## src/hdl/lznt_pkg.sv

```systemverilog
// ----------------------------------------------------------------------------
// lznt_pkg
// Shared types and constants for the nibble-token lz block decompressor.
// ----------------------------------------------------------------------------
package lznt_pkg;

   localparam int LANE_MAX = 8;
   localparam int HISTORY_BYTES_DEF = 65536;
   localparam int LANE_BYTES_DEF = 8;
   localparam logic [23:0] MAX_SIZE_RESET = 24'd65536;
   localparam int CMD_DEPTH = 2;

   typedef enum logic [1:0] {
      ST_OK = 2'd0,
      ST_SIZE = 2'd1,
      ST_OFFSET = 2'd2
   } status_type;

   typedef enum logic [1:0] {
      CMD_START = 2'd0,
      CMD_LIT = 2'd1,
      CMD_MATCH = 2'd2,
      CMD_STAT = 2'd3
   } cmd_kind_type;

   // work command from the parser to the copy engine
   typedef struct packed {
      cmd_kind_type kind;
      logic [7:0] data;
      logic [8:0] len;
      logic [15:0] off;
      logic done;
      status_type status;
      logic [23:0] size;
   } cmd_type;

   // one decoded result item
   typedef struct packed {
      logic [LANE_MAX-1:0][7:0] lanes;
      logic [3:0] count;
      logic done;
      status_type status;
      logic [23:0] size;
   } rsp_type;

endpackage

```

## src/hdl/lznt_cmd_fifo.sv

```systemverilog
// ----------------------------------------------------------------------------
// lznt_cmd_fifo
// Short command queue between the parser and the copy engine.
// ----------------------------------------------------------------------------
module lznt_cmd_fifo import lznt_pkg::*; (
   input  logic clock,
   input  logic reset,
   input  logic push,
   input  cmd_type push_cmd,
   output logic full,
   input  logic pop,
   output logic empty,
   output cmd_type head
);
   localparam int PW = $clog2(CMD_DEPTH);

   cmd_type mem_ff [CMD_DEPTH];
   logic [PW-1:0] wp_ff, wp_in, rp_ff, rp_in;
   logic [PW:0] cnt_ff, cnt_in;

   assign full = (cnt_ff == (PW+1)'(CMD_DEPTH));
   assign empty = (cnt_ff == '0);
   assign head = mem_ff[rp_ff];

   // pointer and count update
   always_comb begin
      wp_in = wp_ff;
      rp_in = rp_ff;
      cnt_in = cnt_ff;
      if (push) begin
         wp_in = (wp_ff == PW'(CMD_DEPTH-1)) ? '0 : wp_ff + 1'b1;
      end
      if (pop) begin
         rp_in = (rp_ff == PW'(CMD_DEPTH-1)) ? '0 : rp_ff + 1'b1;
      end
      if (push && !pop) begin
         cnt_in = cnt_ff + 1'b1;
      end else if (pop && !push) begin
         cnt_in = cnt_ff - 1'b1;
      end
   end

   always_ff @(posedge clock) begin
      if (reset) begin
         wp_ff <= '0;
         rp_ff <= '0;
         cnt_ff <= '0;
      end else begin
         wp_ff <= wp_in;
         rp_ff <= rp_in;
         cnt_ff <= cnt_in;
      end
   end

   // storage
   always_ff @(posedge clock) begin
      if (push) begin
         mem_ff[wp_ff] <= push_cmd;
      end
   end
endmodule

```

## config.mk

```make
export PLATFORM = sky130hd
export DESIGN_NAME = lznt_cmd_fifo
export DESIGN_NICKNAME = d
export VERILOG_FILES = /design/src/hdl/lznt_pkg.sv /design/src/hdl/lznt_cmd_fifo.sv
export SDC_FILE = /design/constraint.sdc
export NUM_CORES = 1
export LEC_CHECK = 0
export BUFFER_PORTS_ARGS = -buffer_cell sky130_fd_sc_hd__buf_2
export CAP_MARGIN = 20
export CELL_PAD_IN_SITES_DETAIL_PLACEMENT = 2
export CELL_PAD_IN_SITES_GLOBAL_PLACEMENT = 2
export CORE_MARGIN = 5
export CORE_UTILIZATION = 38
export DETAILED_ROUTE_END_ITERATION = 12
export GPL_TIMING_DRIVEN = 1
export MAX_ROUTING_LAYER = met4
export PLACE_DENSITY_LB_ADDON = 0.1
export SLEW_MARGIN = 20
export SYNTH_ARGS = -nofsm -noshare
export SYNTH_HDL_FRONTEND = slang
export SYNTH_SLANG_ARGS = --single-unit
```

## constraint.sdc

```tcl
create_clock -name clock -period 5.6 [get_ports clock]
set_input_delay 1.12 -clock clock [delete_from_list [all_inputs] [get_ports clock]]
set_output_delay 1.12 -clock clock [all_outputs]
set_load 0.02 [all_outputs]
```

==> out/results.ini <==
[status]
status=complete, no violations

[power]
p_comb_share_pct=11.3
power_frac_seq_pct=48.4
clkPwrFrac_pct=40.3
p_switching_w=0.000549
leakagePower_nw=2.27
vdd_drop_max_mv=0.343
totalPowerFinal_w=0.00238
switching_share_pct=23.1
p_int_w=0.00183
power_density_nw_per_um2=394

[floorplanning]
coreArea_um2=12100
rows=40
die_y_um=121
die_w_um=121
ios=130
die-area_um2=14700
initial_core_util_pct=39.0

[timing]
maxClockFrequency_mhz=288
post-route-period-util_pct=61.9
hold_violations=0
rsz0062_at_grt=false
worstMarginPinSlew_ps=963
drv_slew=0
period_minus_slack_ps=3470
slew_headroom_pct=35.7
fin_worst_skew_ps=5.36
tns_ps=0
setup_violations=0

[placed_design]
dp.cells=508
globalplace.congestion=0.667
dpl.hpwl_mm=6.98
dpl-instance-area_um2=5520
portBuffers=129

[cts]
hold_buffers=0
clk_pin_slew_ps=50
htree_num_levels=4
cts_buffers=17
numClockSinks=129
clock_latency_ps=410
cts_tree=yes
clockRootBuffer=clkbuf_16
ctsResizeCount=0
postCtsSetupBuffers=0
cts_buffer_depth=2

[logic_synthesis]
syn_avg_cell_area_um2=21.9
syn-num-nets=282
synthCells=215
ys_types=16
ys_ff_latch=129
synth-seq-area-share_pct=81.3
synth_area_um2=4700
yosys_warnings=0

[final_layout]
finalInstanceArea_um2=6030
num_antenna_cells=0
fin_nets=426
layout-drive-gt1-share_pct=59.3
finalNonFillerCells=539
area_growth_pct=28.2

[critical_path]
slowest_delay_ps=740
crit_family=flip-flops
cp_slowest_cell=dfxtp_2
cp-start-kind=flip-flop
critical_path.max_fanout=38
cp_num_buf_inv=2
critical_path_arrival_ps=2350
crit_path_end_kind=output port
required_ps=4480
crit_chain=buf_4 -> mux2_2 -> buf_2
path_class=reg -> out

[global_route]
grt_pass1_wl_mm=15.2
grt_antenna_before_repair=0
grt_usage_pct=14.8
overflow=0
grt_pass1_vias=2782
grt_max_degree=46

[drt]
dr_total_vias=2467
drc=0
drt-vias-per-instance=4.58
routed_wl_mm=10.2
detail-route-antenna-nets=0
wl_per_cell_um=18.8
first_pass_iters=4
drt_iter0_markers=119

[hold_path]
hp-class=reg -> reg

[job]
maxCapViolCount=0

==> flip-flops by register name (all words and copies together) (netlist names), named ones only <==
signal	count
cnt_ff	2
mem_ff	124
rp_ff	1
wp_ff	1
==> stage by stage <==
step,util [%],setup slack (ps),hold WS [ps]
final,50.0,2130,538
after global placement,45.7,2550,484
after floorplan,-,1260,461
after detailed placement,45.7,2520,529
after global routing,50.0,2000,585
after CTS,50.0,2060,543
==> worst paths after layout <==
| check | from | slack (ps) | endpoint | cells past startpoint |
|---|---|---|---|---|
| max | flip-flop | 2130 | head[18] | 3 |
| max reg2reg | wp_ff | 3580 | mem_ff[0][46] | 2 |
| min | cnt_ff[1] | 540 | cnt_ff[1] | 2 |
| min reg2reg | cnt_ff[1] | 540 | cnt_ff[1] | 2 |
==> routing by layer <==
layer	up-vias	GRT usage (%)	share of wire [%]
met2	84	24.0	52
met1	1240	16.6	41
li1	1131	-	-
met4	0	4.83	1.2
met5	-	-	0
met3	12	6.15	5.9
==> synth_stat cells <==
master,instances,area [um^2]
a21oi_1,1,5.00
and2_1,1,6.26
and2b_2,1,8.76
buf_2,1,5.00
buf_6,6,67.6
dfxtp_1,5,100
edfxtp_1,124,3720
ha_1,1,12.5
inv_1,1,3.75
mux2_2,62,698
nor2_1,5,18.8
nor2b_1,1,6.26
o21ai_0,1,5.00
or3_1,1,6.26
xnor2_1,2,17.5
xor2_1,2,17.5
==> cell usage in the layout, fill, tap and decap left out, types with 2 or more instances in the layout <==
master,count
buf_2,129
edfxtp_1,124
mux2_2,62
clkbuf_16,17
clkinv_1,6
nor2_1,5
clkinv_2,4
dfxtp_1,4
clkbuf_1,3
buf_4,3
xor2_1,2
xnor2_1,2
==> power groups by stage <==
stage / clock network (W) / registers (W) / logic (W)
3_3_place_gp: 0 / 0.00117 / 0.000269
2_1_floorplan: 0 / 0.00116 / 0.000180
5_1_grt: 0.00104 / 0.00115 / 0.000289
6_report: 0.000958 / 0.00115 / 0.000270
3_5_place_dp: 0 / 0.00117 / 0.000275
4_1_cts: 0.000984 / 0.00115 / 0.000277
==> worst min-delay path: stages, from the launching register on <==
cell     delay, ps
dfxtp_1        330
o21ai_0         80
a21oi_1         70
==> cell type report <==
type,count,area (um^2)
timing repair buffer,132,668
multi-input combinational,78,811
sequential,129,3820
inverter,1,3.75
tap,168,210
clock buffer,20,437
clock inverter,11,72.6
fill,1105,6030
==> cell families (layout without fill, tap and decap cells) <==
group	after synthesis	after routing	synth area share [%]
flip-flops	129	129	81.3
adder cells (fa/ha/maj)	1	1	0.266
multiplexers	62	62	14.8
AND/OR/NAND/NOR	9	9	0.985
AO/OA/AOI/OAI	2	2	0.213
buffers and inverters	8	164	1.62
XOR/XNOR	4	4	0.745
(Power assumes the default switching activity.)
