===== src/hdl/lznt_pkg.sv =====
// ----------------------------------------------------------------------------
// lznt_pkg
// Shared types and constants for the nibble-token lz block decompressor.
// ----------------------------------------------------------------------------
package lznt_pkg;

   localparam int LANE_MAX = 8;
   localparam int HISTORY_BYTES_DEF = 65536;
   localparam int LANE_BYTES_DEF = 8;
   localparam logic [23:0] MAX_SIZE_RESET = 24'd65536;
   localparam int CMD_DEPTH = 2;

   typedef enum logic [1:0] {
      ST_OK = 2'd0,
      ST_SIZE = 2'd1,
      ST_OFFSET = 2'd2
   } status_type;

   typedef enum logic [1:0] {
      CMD_START = 2'd0,
      CMD_LIT = 2'd1,
      CMD_MATCH = 2'd2,
      CMD_STAT = 2'd3
   } cmd_kind_type;

   // work command from the parser to the copy engine
   typedef struct packed {
      cmd_kind_type kind;
      logic [7:0] data;
      logic [8:0] len;
      logic [15:0] off;
      logic done;
      status_type status;
      logic [23:0] size;
   } cmd_type;

   // one decoded result item
   typedef struct packed {
      logic [LANE_MAX-1:0][7:0] lanes;
      logic [3:0] count;
      logic done;
      status_type status;
      logic [23:0] size;
   } rsp_type;

endpackage


===== src/hdl/lznt_parser.sv =====
// ----------------------------------------------------------------------------
// lznt_parser
// Front end: parses header, token nibbles, extensions and offsets into
// commands for the copy engine.
// ----------------------------------------------------------------------------
module lznt_parser import lznt_pkg::*; (
   input  logic clock,
   input  logic reset,
   input  logic accept,
   input  logic [7:0] in_byte,
   input  logic block_start,
   input  logic [23:0] max_size,
   output logic cmd_push,
   output cmd_type cmd
);
   typedef enum logic [11:0] {
      PH_IDLE = 12'b000000000001,
      PH_SZ1 = 12'b000000000010,
      PH_SZ2 = 12'b000000000100,
      PH_CN0 = 12'b000000001000,
      PH_CN1 = 12'b000000010000,
      PH_CN2 = 12'b000000100000,
      PH_TOKEN = 12'b000001000000,
      PH_EXT_LIT = 12'b000010000000,
      PH_EXT_MATCH = 12'b000100000000,
      PH_LIT = 12'b001000000000,
      PH_OFF_LO = 12'b010000000000,
      PH_OFF_HI = 12'b100000000000
   } phase_type;

   typedef struct packed {
      phase_type phase;
      logic [8:0] len;
   } tok_type;

   function automatic tok_type start_tok(input logic [3:0] nib);
      tok_type t;
      if (nib[3]) begin
         t.len = 9'(nib[2:0]) + 9'd1;
         t.phase = (nib[2:0] == 3'd7) ? PH_EXT_LIT : PH_LIT;
      end else begin
         t.len = 9'(nib[2:0]) + 9'd4;
         t.phase = (nib[2:0] == 3'd7) ? PH_EXT_MATCH : PH_OFF_LO;
      end
      return t;
   endfunction

   phase_type phase_ff, phase_in;
   logic [23:0] size_ff, size_in;
   logic [23:0] tok_ff, tok_in;
   logic [3:0] held_ff, held_in;
   logic nheld_ff, nheld_in;
   logic [8:0] len_ff, len_in;
   logic [8:0] lit_ff, lit_in;
   logic [7:0] offlo_ff, offlo_in;

   tok_type st_hi, st_held;
   logic [23:0] tok_dec;
   logic [8:0] lit_dec;
   logic [8:0] ext_len;
   logic last_tok;

   assign st_hi = start_tok(in_byte[7:4]);
   assign st_held = start_tok(held_ff);
   assign tok_dec = tok_ff - 24'd1;
   assign lit_dec = lit_ff - 9'd1;
   assign ext_len = len_ff + 9'(in_byte);
   assign last_tok = (tok_dec == '0);

   // parse step for one accepted byte
   always_comb begin
      phase_in = phase_ff;
      size_in = size_ff;
      tok_in = tok_ff;
      held_in = held_ff;
      nheld_in = nheld_ff;
      len_in = len_ff;
      lit_in = lit_ff;
      offlo_in = offlo_ff;
      cmd_push = 1'b0;
      cmd = '0;
      cmd.size = size_ff;
      if (accept) begin
         if (block_start) begin
            size_in = 24'(in_byte);
            tok_in = '0;
            held_in = '0;
            nheld_in = 1'b0;
            len_in = '0;
            lit_in = '0;
            offlo_in = '0;
            phase_in = PH_SZ1;
            cmd_push = 1'b1;
            cmd.kind = CMD_START;
         end else begin
            unique case (phase_ff)
               PH_SZ1: begin
                  size_in = size_ff | {8'd0, in_byte, 8'd0};
                  phase_in = PH_SZ2;
               end
               PH_SZ2: begin
                  size_in = size_ff | {in_byte, 16'd0};
                  if (size_in > max_size) begin
                     phase_in = PH_IDLE;
                     cmd_push = 1'b1;
                     cmd.kind = CMD_STAT;
                     cmd.done = 1'b1;
                     cmd.status = ST_SIZE;
                     cmd.size = '0;
                  end else begin
                     phase_in = PH_CN0;
                  end
               end
               PH_CN0: begin
                  tok_in = 24'(in_byte);
                  phase_in = PH_CN1;
               end
               PH_CN1: begin
                  tok_in = tok_ff | {8'd0, in_byte, 8'd0};
                  phase_in = PH_CN2;
               end
               PH_CN2: begin
                  tok_in = tok_ff | {in_byte, 16'd0};
                  if (tok_in == '0) begin
                     phase_in = PH_IDLE;
                     cmd_push = 1'b1;
                     cmd.kind = CMD_STAT;
                     cmd.done = 1'b1;
                     cmd.status = ST_OK;
                  end else begin
                     phase_in = PH_TOKEN;
                  end
               end
               PH_TOKEN: begin
                  held_in = in_byte[3:0];
                  nheld_in = 1'b1;
                  phase_in = st_hi.phase;
                  len_in = st_hi.len;
                  lit_in = st_hi.len;
               end
               PH_EXT_LIT, PH_EXT_MATCH: begin
                  len_in = ext_len;
                  lit_in = ext_len;
                  phase_in = (phase_ff == PH_EXT_LIT) ? PH_LIT : PH_OFF_LO;
               end
               PH_OFF_LO: begin
                  offlo_in = in_byte;
                  phase_in = PH_OFF_HI;
               end
               PH_LIT, PH_OFF_HI: begin
                  cmd_push = 1'b1;
                  cmd.data = in_byte;
                  cmd.len = len_ff;
                  cmd.off = {in_byte, offlo_ff};
                  cmd.kind = (phase_ff == PH_LIT) ? CMD_LIT : CMD_MATCH;
                  if (phase_ff == PH_LIT) begin
                     lit_in = lit_dec;
                  end
                  // token ends: after the last literal byte or on the offset
                  if (phase_ff == PH_OFF_HI || lit_dec == '0) begin
                     tok_in = tok_dec;
                     if (last_tok) begin
                        phase_in = PH_IDLE;
                        nheld_in = 1'b0;
                        cmd.done = 1'b1;
                     end else if (nheld_ff) begin
                        nheld_in = 1'b0;
                        phase_in = st_held.phase;
                        len_in = st_held.len;
                        lit_in = st_held.len;
                     end else begin
                        phase_in = PH_TOKEN;
                     end
                  end
               end
               default: begin
                  phase_in = PH_IDLE;
               end
            endcase
         end
      end
   end

   always_ff @(posedge clock) begin
      if (reset) begin
         phase_ff <= PH_IDLE;
         size_ff <= '0;
         tok_ff <= '0;
         held_ff <= '0;
         nheld_ff <= 1'b0;
         len_ff <= '0;
         lit_ff <= '0;
         offlo_ff <= '0;
      end else begin
         phase_ff <= phase_in;
         size_ff <= size_in;
         tok_ff <= tok_in;
         held_ff <= held_in;
         nheld_ff <= nheld_in;
         len_ff <= len_in;
         lit_ff <= lit_in;
         offlo_ff <= offlo_in;
      end
   end
endmodule


===== config.mk =====
export PLATFORM = sky130hd
export DESIGN_NAME = lznt_parser
export DESIGN_NICKNAME = d
export VERILOG_FILES = /design/src/hdl/lznt_pkg.sv /design/src/hdl/lznt_parser.sv
export SDC_FILE = /design/constraint.sdc
export NUM_CORES = 1
export LEC_CHECK = 0
export BUFFER_PORTS_ARGS = -buffer_cell sky130_fd_sc_hd__buf_2
export CAP_MARGIN = 20
export CORE_MARGIN = 10
export CORE_UTILIZATION = 43
export DETAILED_ROUTE_END_ITERATION = 6
export PLACE_DENSITY = 0.71
export SYNTH_ARGS = -nofsm -noshare
export SYNTH_HDL_FRONTEND = slang
export SYNTH_SLANG_ARGS = --single-unit

===== constraint.sdc =====
create_clock -name clock -period 2.97 [get_ports clock]
set_input_delay 0.297 -clock clock [delete_from_list [all_inputs] [get_ports clock]]
set_output_delay 0.297 -clock clock [all_outputs]
set_load 0.05 [all_outputs]

==> metrics.md, run 1 <==
| Metric | Value |
|---|---|
| Status | `finished with violations` |
| Violated checks | `design-rule violations, negative setup slack` |
| Worst setup EP type | `primary output` |
| Leading cell type in the layout, fill and taps excluded | `buf_4` |
| Routed len/inst | `20.4 um` |
| Seq pwr share | `39.6%` |
| Clk root buf | `clkbuf_16` |
| Tmin final | `3060 ps` |
| Final critical-path share of the clock period | `103%` |
| Final HPWL DP | `18800 um` |
| DR iter-0 viols | `1061` |
| Design Power | `3.18 mW` |
| Inst Count DP | `1324` |
| # IOs | `99` |
| Register area share after synthesis | `25.4%` |
| GP Congestion | `0.966` |
| Total track usage | `22.4%` |
| Startpoint Class | `flop` |
| Leakage | `4.14 nW` |
| Area of the multi-input gates | `0.00549 sq mm` |
| Worst slew pin tran | `1090 ps` |
| Htree depth | `3` |
| Cells after Synth | `982` |
| Row Count | `47` |
| Die Y | `149 um` |
| Most frequent cells in the layout | `117 x buf_4, 108 x nor2_1, 84 x a21oi_1, 77 x dfxtp_1, 69 x nand2_1` |
| Post-synthesis xor/xnor area fraction | `3.30%` |
| CP Data Arrival Time | `2760 ps` |
| Core area | `0.0165 sq mm` |
| Worst setup margin | `-89.4 ps` |
| Vias | `8230` |
| TritonCTS clock tree | `built` |
| Area share of fa/ha/maj cells after synthesis | `7.44%` |
| Worst slack, placed | `29.7 ps` |
| Pwr Density | `326 mW/mm^2` |
| Post-Syn Nets | `1060` |
| Vias in the first global route | `7550` |
| Max-cap violation count | `0` |
| Unique masters post-synth | `81` |
| Clk Latency, worst-skew pair | `360 ps` |
| Logic gate share of total power | `22.1%` |
| Yosys reg bits | `91` |
| WHS | `429 ps` |
| Psw | `0.973 mW` |
| Hold path startpoint | `in_byte[2]` |
| Setup violators final | `30` |
| Final WL | `27700 um` |
| Largest net degree at the start of global routing | `35` |
| Die width | `149 um` |
| RSZ-0062 raised after global routing | `true` |
| Initial antenna violation count | `0` |
| Fillers | `1445` |
| First drt pass iteration count | `7` |
| CTS Buffer Depth | `2` |
| Mux cell area share after synthesis | `1.27%` |
| Synth Flop Type | `dfxtp_1` |
| Crit Path Class | `flop to primary output` |
| Hold_buf cts | `0` |
| First-pass GRT wire length | `40600 um` |
| Post-DR vias/cell | `6.06` |
| Share of layout cells above drive strength 1 | `33.0%` |
| Nets@finish | `1211` |
| Syn-to-layout area delta | `36.5%` |
| Worst VDD drop | `0.268 mV` |
| Max Freq | `327 MHz` |
| Clk_skew | `9.63 ps` |
| Post-Synth Simple-Gate Area | `31.2%` |
| Clock group share of total power | `38.2%` |
| Slew Limit Headroom | `26.6%` |
| Post-synth EDFFs | `0` |
| Total CTS buffers | `9` |
| # diodes | `0` |
| Total clock sinks | `91` |
| Final Instance Area | `0.00978 sq mm` |
| Fin. max-slew vios | `0` |
| Switching share of power | `30.6%` |
| Final Hold Viols | `0` |
| Antenna viol nets, final | `0` |
| Largest family of logic cells by synthesized area | `simple AND/OR/NAND/NOR gates` |
| Reg2reg start | `lit_ff[1]` |
| Internal | `2.21 mW` |
| Synthesis Warnings | `0` |
| DRC viols | `1` |
| Mapped cell area | `0.00716 sq mm` |
| Worst setup path start | `size_ff[9]` |
| GRT overflow | `0` |
| Hold WC Path Type | `input port to flop` |
| Max FO, Critical Path | `6` |
| CTS clk-pin slew, worst paths | `70 ps` |
| WP data required | `2670 ps` |
| Placed instance area | `0.00857 sq mm` |
| Synth Area in Compound Gates | `24.0%` |
| Port Buffers | `97` |
| Final Non-Filler Cells | `1358` |
| Starting density of the core | `43.5%` |
| Sequential Area | `0.00184 sq mm` |
| Mean Syn Cell Area | `7.30 sq um` |
| Full die area | `0.0222 sq mm` |
| Async S/R FF share, synth | `0%` |
## path summary, 6_finish.rpt
check,end,slack (ps),cells after the start
hold / removal,held_ff[2],430,4
setup reg to reg,phase_ff[0],0,12
hold reg to reg,size_ff[0],460,2
setup / recovery,cmd[13],-90,12
## power groups by stage
stage | Combinational, mW | Clock (mW) | Sequential, mW
6_report | 0.704 | 1.22 | 1.26
5_1_grt | 0.751 | 1.28 | 1.26
3_3_place_gp | 0.575 | 0 | 1.29
2_1_floorplan | 0.370 | 0 | 1.28
4_1_cts | 0.617 | 1.22 | 1.26
3_5_place_dp | 0.581 | 0 | 1.29
## worst max-delay path: stages (launching register included)
cell and delay [ps]:
dfxtp_1 380, ha_1 260, a21o_1 190, a21oi_1 140, nor2b_1 60, o21ai_0 200
and4b_1 260, o21a_2 200, nor3_4 60, buf_6 150, clkbuf_16 170, nor2b_4 150
buf_8 170
## layer usage
| metal | routed length (um) | GRT usage (%) | share of wire, % |
|---|---|---|---|
| met5 | 0 | 0 | 0 |
| met4 | 1280 | 9.67 | 4.6 |
| met3 | 1730 | 3.09 | 6.3 |
| met2 | 13400 | 37.5 | 48 |
| met1 | 11300 | 28.0 | 41 |
## synthesized netlist by cell type (8+ instances only)
master    count  share of area [%]
nand2_1      70                3.7
nand4_1      12                1.0
o21a_1        8               0.84
o31ai_1      11                1.2
nor4_1       16                1.4
a22oi_1      22                2.3
nand3_1      38                2.7
or2_2        14                1.2
buf_4        11                1.2
and3_1       28                2.4
dfxtp_1      91                 25
a21oi_1      90                6.3
nor2_1      112                5.9
xnor2_1      18                2.2
mux2i_1       8                1.1
or3_1        12                1.0
nand2b_1     13                1.1
xor2_1        9                1.1
o21ai_0      56                3.9
inv_1        44                2.3
clkbuf_1     59                3.1
nor2b_1      28                2.4
ha_1         41                7.2
nor3_1       44                3.1
## cell families (layout without fill, tap and decap cells)
logic type,after synthesis,in the layout
flops,91,91
compound gates,260,260
buf+inv,124,280
mux,9,9
other cells,1,1
xor+xnor,27,27
simple gates,428,428
fa+ha+maj,42,42
## area by class of cell
| class | count | share of cell area [%] |
|---|---|---|
| clock inverters | 5 | 0.614 |
| inverters | 44 | 1.69 |
| repair buffers | 220 | 17.5 |
| flip-flops and latches | 91 | 18.8 |
| clock buffers | 11 | 2.48 |
| multi-input cells | 767 | 56.1 |
| well taps | 220 | 2.81 |
## stage by stage
stage               setup TNS [ps]  util (%)
global placement                 0      52.0
global route                 -4690      59.4
detailed placement               0      52.0
floorplan                    -1900         -
CTS                          -62.6      56.0
finish                       -1280      59.4
## registers in the layout, summed over array words and instances, names as in the netlist
name      count
lit_ff        9
nheld_ff      1
size_ff      24
offlo_ff      8
held_ff       4
phase_ff     12
len_ff        9
tok_ff       24
## what timing repair did
action | CTS | global route
endpoints found under the setup margin | 29 | 96
gates cloned | 1 | 2
pin swaps | 5 | 25
setup buffers | 7 | 9
resized for setup | 81 | 87
Note: power is estimated with default switching activity, not from simulation.
==> run 2: changes to the inputs <==
Settings changed: ABC_AREA from default to 1.
==> run 2 against run 1 <==
Compared with the run above:
- the run ends with negative setup slack left
- register-to-register slack improved by 430 ps
- critical path depth grew 1
- synthesized area is 2.9% higher
- core utilization shrank 5.8 points
- die area rose by 2.5%
- flip-flop and latch count unchanged
- clock power up 9.8%
- sequential power grew 3%
- combinational power is 17% higher
- largest cell class unchanged
- largest power group is now the clock network
- highest routed layer unchanged
==> metrics.md, run 2 <==
| Metric | Value |
|---|---|
| Yosys top cell area share | `24.7%` |
| Syn-to-layout area delta | `21.5%` |
| Worst slack, placed | `75.6 ps` |
| Leading area contributor after synthesis | `dfxtp_1` |
| Post-Syn Nets | `1238` |
| Leakage | `4.23 nW` |
| Hold endpoint | `size_ff[17]` |
| Area of the multi-input gates | `0.00490 sq mm` |
| Total clock sinks | `91` |
| Starting density of the core | `44.1%` |
| Row Count | `47` |
| Post-synth EDFFs | `0` |
| Vias in the first global route | `7599` |
| Violated checks | `negative setup slack` |
| Mapped cell area | `0.00737 sq mm` |
| Final Non-Filler Cells | `1487` |
| Startpoint Class | `flop` |
| Top-count cell post-synth | `nand2_1` |
| Routed len/inst | `16.4 um` |
| Most frequent cells in the layout | `262 x nand2_1, 134 x inv_1, 127 x nor2_1, 101 x a21oi_1, 88 x dfxtp_1` |
| Fillers | `1672` |
| WHS | `316 ps` |
| Post-DR vias/cell | `5.44` |
| Hold path startpoint | `in_byte[1]` |
| Yosys reg bits | `91` |
| Post-synth top cells | `277 x nand2_1, 146 x inv_1, 127 x nor2_1` |
| Tmin final | `3100 ps` |
| Setup violators final | `22` |
| Worst VDD drop | `0.212 mV` |
| Nets@finish | `1340` |
| Worst setup margin | `-132 ps` |
| Vias | `8082` |
| Mean Syn Cell Area | `6.35 sq um` |
| Worst setup EP type | `primary output` |
| Synth Flop Type | `dfxtp_1` |
| Status | `finished with violations` |
| Worst R2R End | `phase_ff[8]` |
| Worst slew pin tran | `845 ps` |
| Final HPWL DP | `17400 um` |
| Max FO, Critical Path | `6` |
| Area contributors post-synth | `dfxtp_1 25%, nand2_1 14%, inv_1 7.4%` |
| Final critical-path share of the clock period | `104%` |
| Final WL | `24400 um` |
| Hold WC Path Type | `input port to flop` |
| WP data required | `2670 ps` |
| Sequential Area | `0.00183 sq mm` |
| Largest net degree at the start of global routing | `62` |
| Hold path depth | `4` |
| Port Buffers | `97` |
| TritonCTS clock tree | `built` |
| Full die area | `0.0228 sq mm` |
| Final Instance Area | `0.00896 sq mm` |
| CP Data Arrival Time | `2810 ps` |
| First drt pass iteration count | `7` |
| CTS clk-pin slew, worst paths | `70 ps` |
| Pwr Density | `387 mW/mm^2` |
| # diodes | `0` |
| CTS Buffer Depth | `2` |
| GP Congestion | `0.935` |
| Reg2Reg Setup Slack | `430 ps` |
| Async S/R FF share, synth | `0%` |
| Placed instance area | `0.00813 sq mm` |
| Biggest regs | `size_ff x24, tok_ff x24, phase_ff x12` |
| Leading cell type in the layout, fill and taps excluded | `nand2_1` |
| DR iter-0 viols | `727` |
| GRT overflow | `0` |
| Clk root buf | `clkbuf_16` |
| Total track usage | `20.8%` |
| Hold_buf cts | `0` |
| Reg2reg start | `lit_ff[0]` |
| Core area | `0.0167 sq mm` |
| Clk Latency, worst-skew pair | `360 ps` |
| Slew Limit Headroom | `43.6%` |
| Max-cap violation count | `0` |
| Unique masters post-synth | `53` |
| Fin. max-slew vios | `0` |
| DRC viols | `0` |
| Inst Count DP | `1458` |
| Synthesis Warnings | `0` |
| Sum Neg Setup Slack | `-1940 ps` |
| Share of layout cells above drive strength 1 | `22.4%` |
| Initial antenna violation count | `0` |
| Final Hold Viols | `0` |
| RSZ-0062 raised after global routing | `true` |
| Cells after Synth | `1160` |
| Clk_skew | `6.41 ps` |
| Reg2Reg Depth | `15` |
| Crit Path Class | `flop to primary output` |
| Die Y | `151 um` |
| Register area share after synthesis | `24.7%` |
| Total CTS buffers | `9` |
| Max Freq | `322 MHz` |
| First-pass GRT wire length | `38300 um` |
| # IOs | `99` |
| Die width | `151 um` |
| Antenna viol nets, final | `0` |
| Htree depth | `3` |
==> run 2: changes by cell type after synthesis, sizes merged, moves of 14 or more <==
| cell | previous run | this run |
|---|---|---|
| and3 | 28 | 0 |
| nand2 | 70 | 299 |
| inv | 44 | 161 |
| clkbuf | 60 | 25 |
| nand3 | 38 | 58 |
| a21oi | 90 | 104 |
| nor2 | 113 | 150 |
| nand4 | 13 | 35 |
| nor3 | 44 | 29 |
| nor2b | 28 | 0 |
==> run 2: stage by stage <==
| step | util, % | total power [mW] |
|---|---|---|
| floorplan | - | 1.87 |
| global placement | 48.7 | 2.06 |
| detailed placement | 48.7 | 2.07 |
| CTS | 51.2 | 3.41 |
| global route | 53.6 | 3.62 |
| finish | 53.6 | 3.47 |
==> run 2: cells by family after synthesis <==
group                    synth area share, %
AO/OA/AOI/OAI                           16.4
buffers and inverters                   11.5
other                                 0.0509
flip-flops                              24.7
adder cells (fa/ha/maj)                 7.23
XOR/XNOR                                1.55
AND/OR/NAND/NOR                         38.6
==> run 2: area by class of cell <==
type	count	area share, %
well taps	220	3.07
clock buffers	12	2.64
repair buffers	135	11.2
flip-flops and latches	91	20.4
inverters	162	6.89
clock inverters	4	1.10
multi-input cells	863	54.7
==> run 2: routing by layer <==
layer	vias to the layer above	GRT usage (%)	share of wire [%]	wire length, um
met5	-	0	0	0
met4	0	9.48	3.8	932
li1	4002	-	-	-
met2	270	36.0	48	11800
met1	3751	24.4	42	10200
met3	59	3.85	6.0	1470
==> run 2: worst max-delay path by stage <==
stage / depth (start not counted) / to / slack, ps / startpoint
floorplan: 12 / cmd[58] / -280 / phase_ff[5]
global placement: 13 / cmd[26] / 120 / in_byte[7]
detailed placement: 13 / cmd[26] / 80 / in_byte[7]
CTS: 12 / cmd[26] / -40 / size_ff[23]
global route: 13 / cmd[0] / -260 / size_ff[22]
finish: 13 / cmd[0] / -130 / size_ff[20]
==> run 2: critical path, cell delays in order, from the launching register on <==
cell and delay (ps):
dfxtp_2 340, or2_4 270, ha_4 270, nand4_1 140, nor3_1 220, buf_4 150
nand4_1 110, nand2_2 120, nand4_1 190, buf_6 220, clkbuf_16 150, nand2_1 50
inv_1 60, buf_6 150
==> run 2: what timing repair did <==
action / 4_1_cts / 5_1_grt
pin swaps: 0 / 8
buffers inserted: 0 / 10
endpoints found under the hold margin: 0 / 0
gates resized for setup: 31 / 78
setup endpoints to repair: 6 / 45
gates cloned: 0 / 3
==> run 2: power by group <==
| part | switching, mW | total (mW) | internal (mW) |
|---|---|---|---|
| logic | 0.542 | 0.826 | 0.285 |
| registers | 0.0408 | 1.30 | 1.26 |
| clock network | 0.518 | 1.34 | 0.826 |
| total | 1.10 | 3.47 | 2.37 |
==> run 3: changes to the inputs <==
Settings changed: CORE_ASPECT_RATIO from default to 1.75, PLACE_DENSITY 0.71 to 0.68.
==> run 3 against run 2 <==
Compared with the run above:
- the run still ends with negative setup slack left
- maximum frequency up 2.0%
- clock-buffer cell count shrank 1
- largest power group is now sequential cells
- clock power is 7% lower
==> metrics.md, run 3 (synthesized netlist as in run 2, its figures left out) <==
| Metric | Value |
|---|---|
| Max Freq | `329 MHz` |
| Most frequent CP cell | `nand4_1` |
| Share of layout cells above drive strength 1 | `22.8%` |
| WP data required | `2670 ps` |
| CP peak stage delay | `350 ps` |
| Hold WC Path Type | `input port to flop` |
| Tmin final | `3040 ps` |
| Reg2Reg Setup Slack | `250 ps` |
| Internal | `2.27 mW` |
| Sum Neg Setup Slack | `-1070 ps` |
| Full die area | `0.0230 sq mm` |
| Final WL | `26200 um` |
| Total CTS buffers | `9` |
| Seq pwr share | `38.3%` |
| Biggest regs | `size_ff x24, tok_ff x24, phase_ff x12` |
| Core area | `0.0169 sq mm` |
| Vias | `8192` |
| Worst path bufs/invs | `5` |
| Worst slew pin tran | `819 ps` |
| # diodes | `0` |
| Htree depth | `3` |
| Port Buffers | `97` |
| Antenna viol nets, final | `0` |
| CTS clk-pin slew, worst paths | `70 ps` |
| Clk Latency, worst-skew pair | `360 ps` |
| Vias in the first global route | `7910` |
| Die width | `119 um` |
| Pwr Density | `376 mW/mm^2` |
| Final Hold Viols | `0` |
| Largest net degree at the start of global routing | `62` |
| Status | `finished with violations` |
| Clk_skew | `11.9 ps` |
| Hold path startpoint | `in_byte[0]` |
| Most frequent cells in the layout | `261 x nand2_1, 136 x inv_1, 127 x nor2_1, 99 x a21oi_1, 86 x dfxtp_1` |
| Final HPWL DP | `19400 um` |
| Setup violators final | `25` |
| CP delay by family, top | `simple AND/OR/NAND/NOR gates` |
| First drt pass iteration count | `5` |
| Crit Path Class | `flop to primary output` |
| Cell Chain, Critical Path | `or2_4 > ha_4 > nand4_1 > nor3_2 > buf_4 > nand4_1 > nand2_2 > nand4_1 > buf_6 > clkbuf_16 > nand2_4 > inv_2 > buf_6` |
| Max FO, Critical Path | `6` |
| Final critical-path share of the clock period | `102%` |
| # IOs | `99` |
| Worst VDD drop | `0.292 mV` |
| Switching share of power | `32.8%` |
| Leading cell type in the layout, fill and taps excluded | `nand2_1` |
| Starting density of the core | `43.7%` |
| WHS | `340 ps` |
| Slew Limit Headroom | `45.4%` |
| Sequential Area | `0.00183 sq mm` |
| Post-DR vias/cell | `5.49` |
| GP Congestion | `0.954` |
| Psw | `1.11 mW` |
| Max-cap violation count | `0` |
| Fillers | `1700` |
| DRC viols | `0` |
| Violated checks | `negative setup slack` |
| Logic gate share of total power | `24.8%` |
| RSZ-0062 raised after global routing | `true` |
| Clk root buf | `clkbuf_16` |
| CP Data Arrival Time | `2750 ps` |
| Total track usage | `21.5%` |
| TritonCTS clock tree | `built` |
| GRT overflow | `0` |
| Leakage | `4.23 nW` |
| First-pass GRT wire length | `39600 um` |
| CTS Buffer Depth | `2` |
| Fin. max-slew vios | `0` |
| Clock group share of total power | `36.9%` |
| Area of the multi-input gates | `0.00496 sq mm` |
| Total clock sinks | `91` |
| DR iter-0 viols | `525` |
| Nets@finish | `1338` |
| Worst setup margin | `-72.3 ps` |
| Worst setup path start | `size_ff[20]` |
| Worst setup EP type | `primary output` |
| Reg2reg start | `phase_ff[5]` |
| Syn-to-layout area delta | `22.2%` |
| Routed len/inst | `17.6 um` |
| Startpoint Class | `flop` |
| Die Y | `193 um` |
| Design Power | `3.39 mW` |
| Initial antenna violation count | `0` |
| Row Count | `63` |
| CP max-delay cell | `dfxtp_4` |
## run 3: changes by cell type in the layout (fill, tap and decap cells not counted), sizes merged
cell and change:
bufinv -1, clkinvlp +1, clkinv +1, buf -3
## run 3: worst min-delay path, stage by stage
cell and delay, ps:
buf_2 80, or2_2 110, nand2_1 50, a21oi_1 110
## run 3: layout make-up
| class | instances | area share, % |
|---|---|---|
| Clock inverter | 5 | 0.862 |
| Timing Repair Buffer | 133 | 11.1 |
| Inverter | 162 | 6.91 |
| Tap cell | 227 | 3.15 |
| Clock buffer | 11 | 2.58 |
| Sequential cell | 91 | 20.4 |
| Multi-Input combinational cell | 863 | 55.1 |
## run 3: power groups by stage
stage / Sequential [mW] / Clock [mW] / Combinational (mW)
final: 1.30 / 1.25 / 0.840
after floorplan: 1.31 / 0 / 0.560
after global routing: 1.30 / 1.30 / 0.918
after detailed placement: 1.32 / 0 / 0.768
after global placement: 1.32 / 0 / 0.761
after CTS: 1.30 / 1.26 / 0.783
## run 3: per-stage QoR
step | area, sq um | util (%) | cells | worst slack [ps]
global route | 9000 | 53.4 | 1492 | -164
global placement | 8140 | 48.3 | 1466 | 180
detailed placement | 8140 | 48.3 | 1466 | 141
CTS | 8550 | 50.7 | 1482 | -43.1
finish | 9000 | 53.4 | 1492 | -72.3
floorplan | 7390 | - | 1160 | -283
## run 3: layer usage
layer | vias to the layer above | share of wire, % | GRT usage, %
met5 | - | 0 | 0
met4 | 0 | 6.7 | 14.4
met3 | 104 | 5.3 | 3.47
met2 | 310 | 52 | 40.4
met1 | 3788 | 36 | 21.3
li1 | 3990 | - | -
## run 3: worst paths after layout
| path | end | cells after the start |
|---|---|---|
| hold reg to reg | offlo_ff[3] | 2 |
| setup / recovery | cmd[22] | 13 |
| setup reg to reg | len_ff[6] | 15 |
| hold / removal | size_ff[16] | 4 |
## run 3: repair_timing
action                                  CTS  global route
resized for setup                        35            97
pin swaps                                 0            15
hold buffers                              0             0
buffers inserted                          0             8
gates cloned                              0             2
hold endpoints to repair                  0             0
endpoints found under the setup margin   28            29
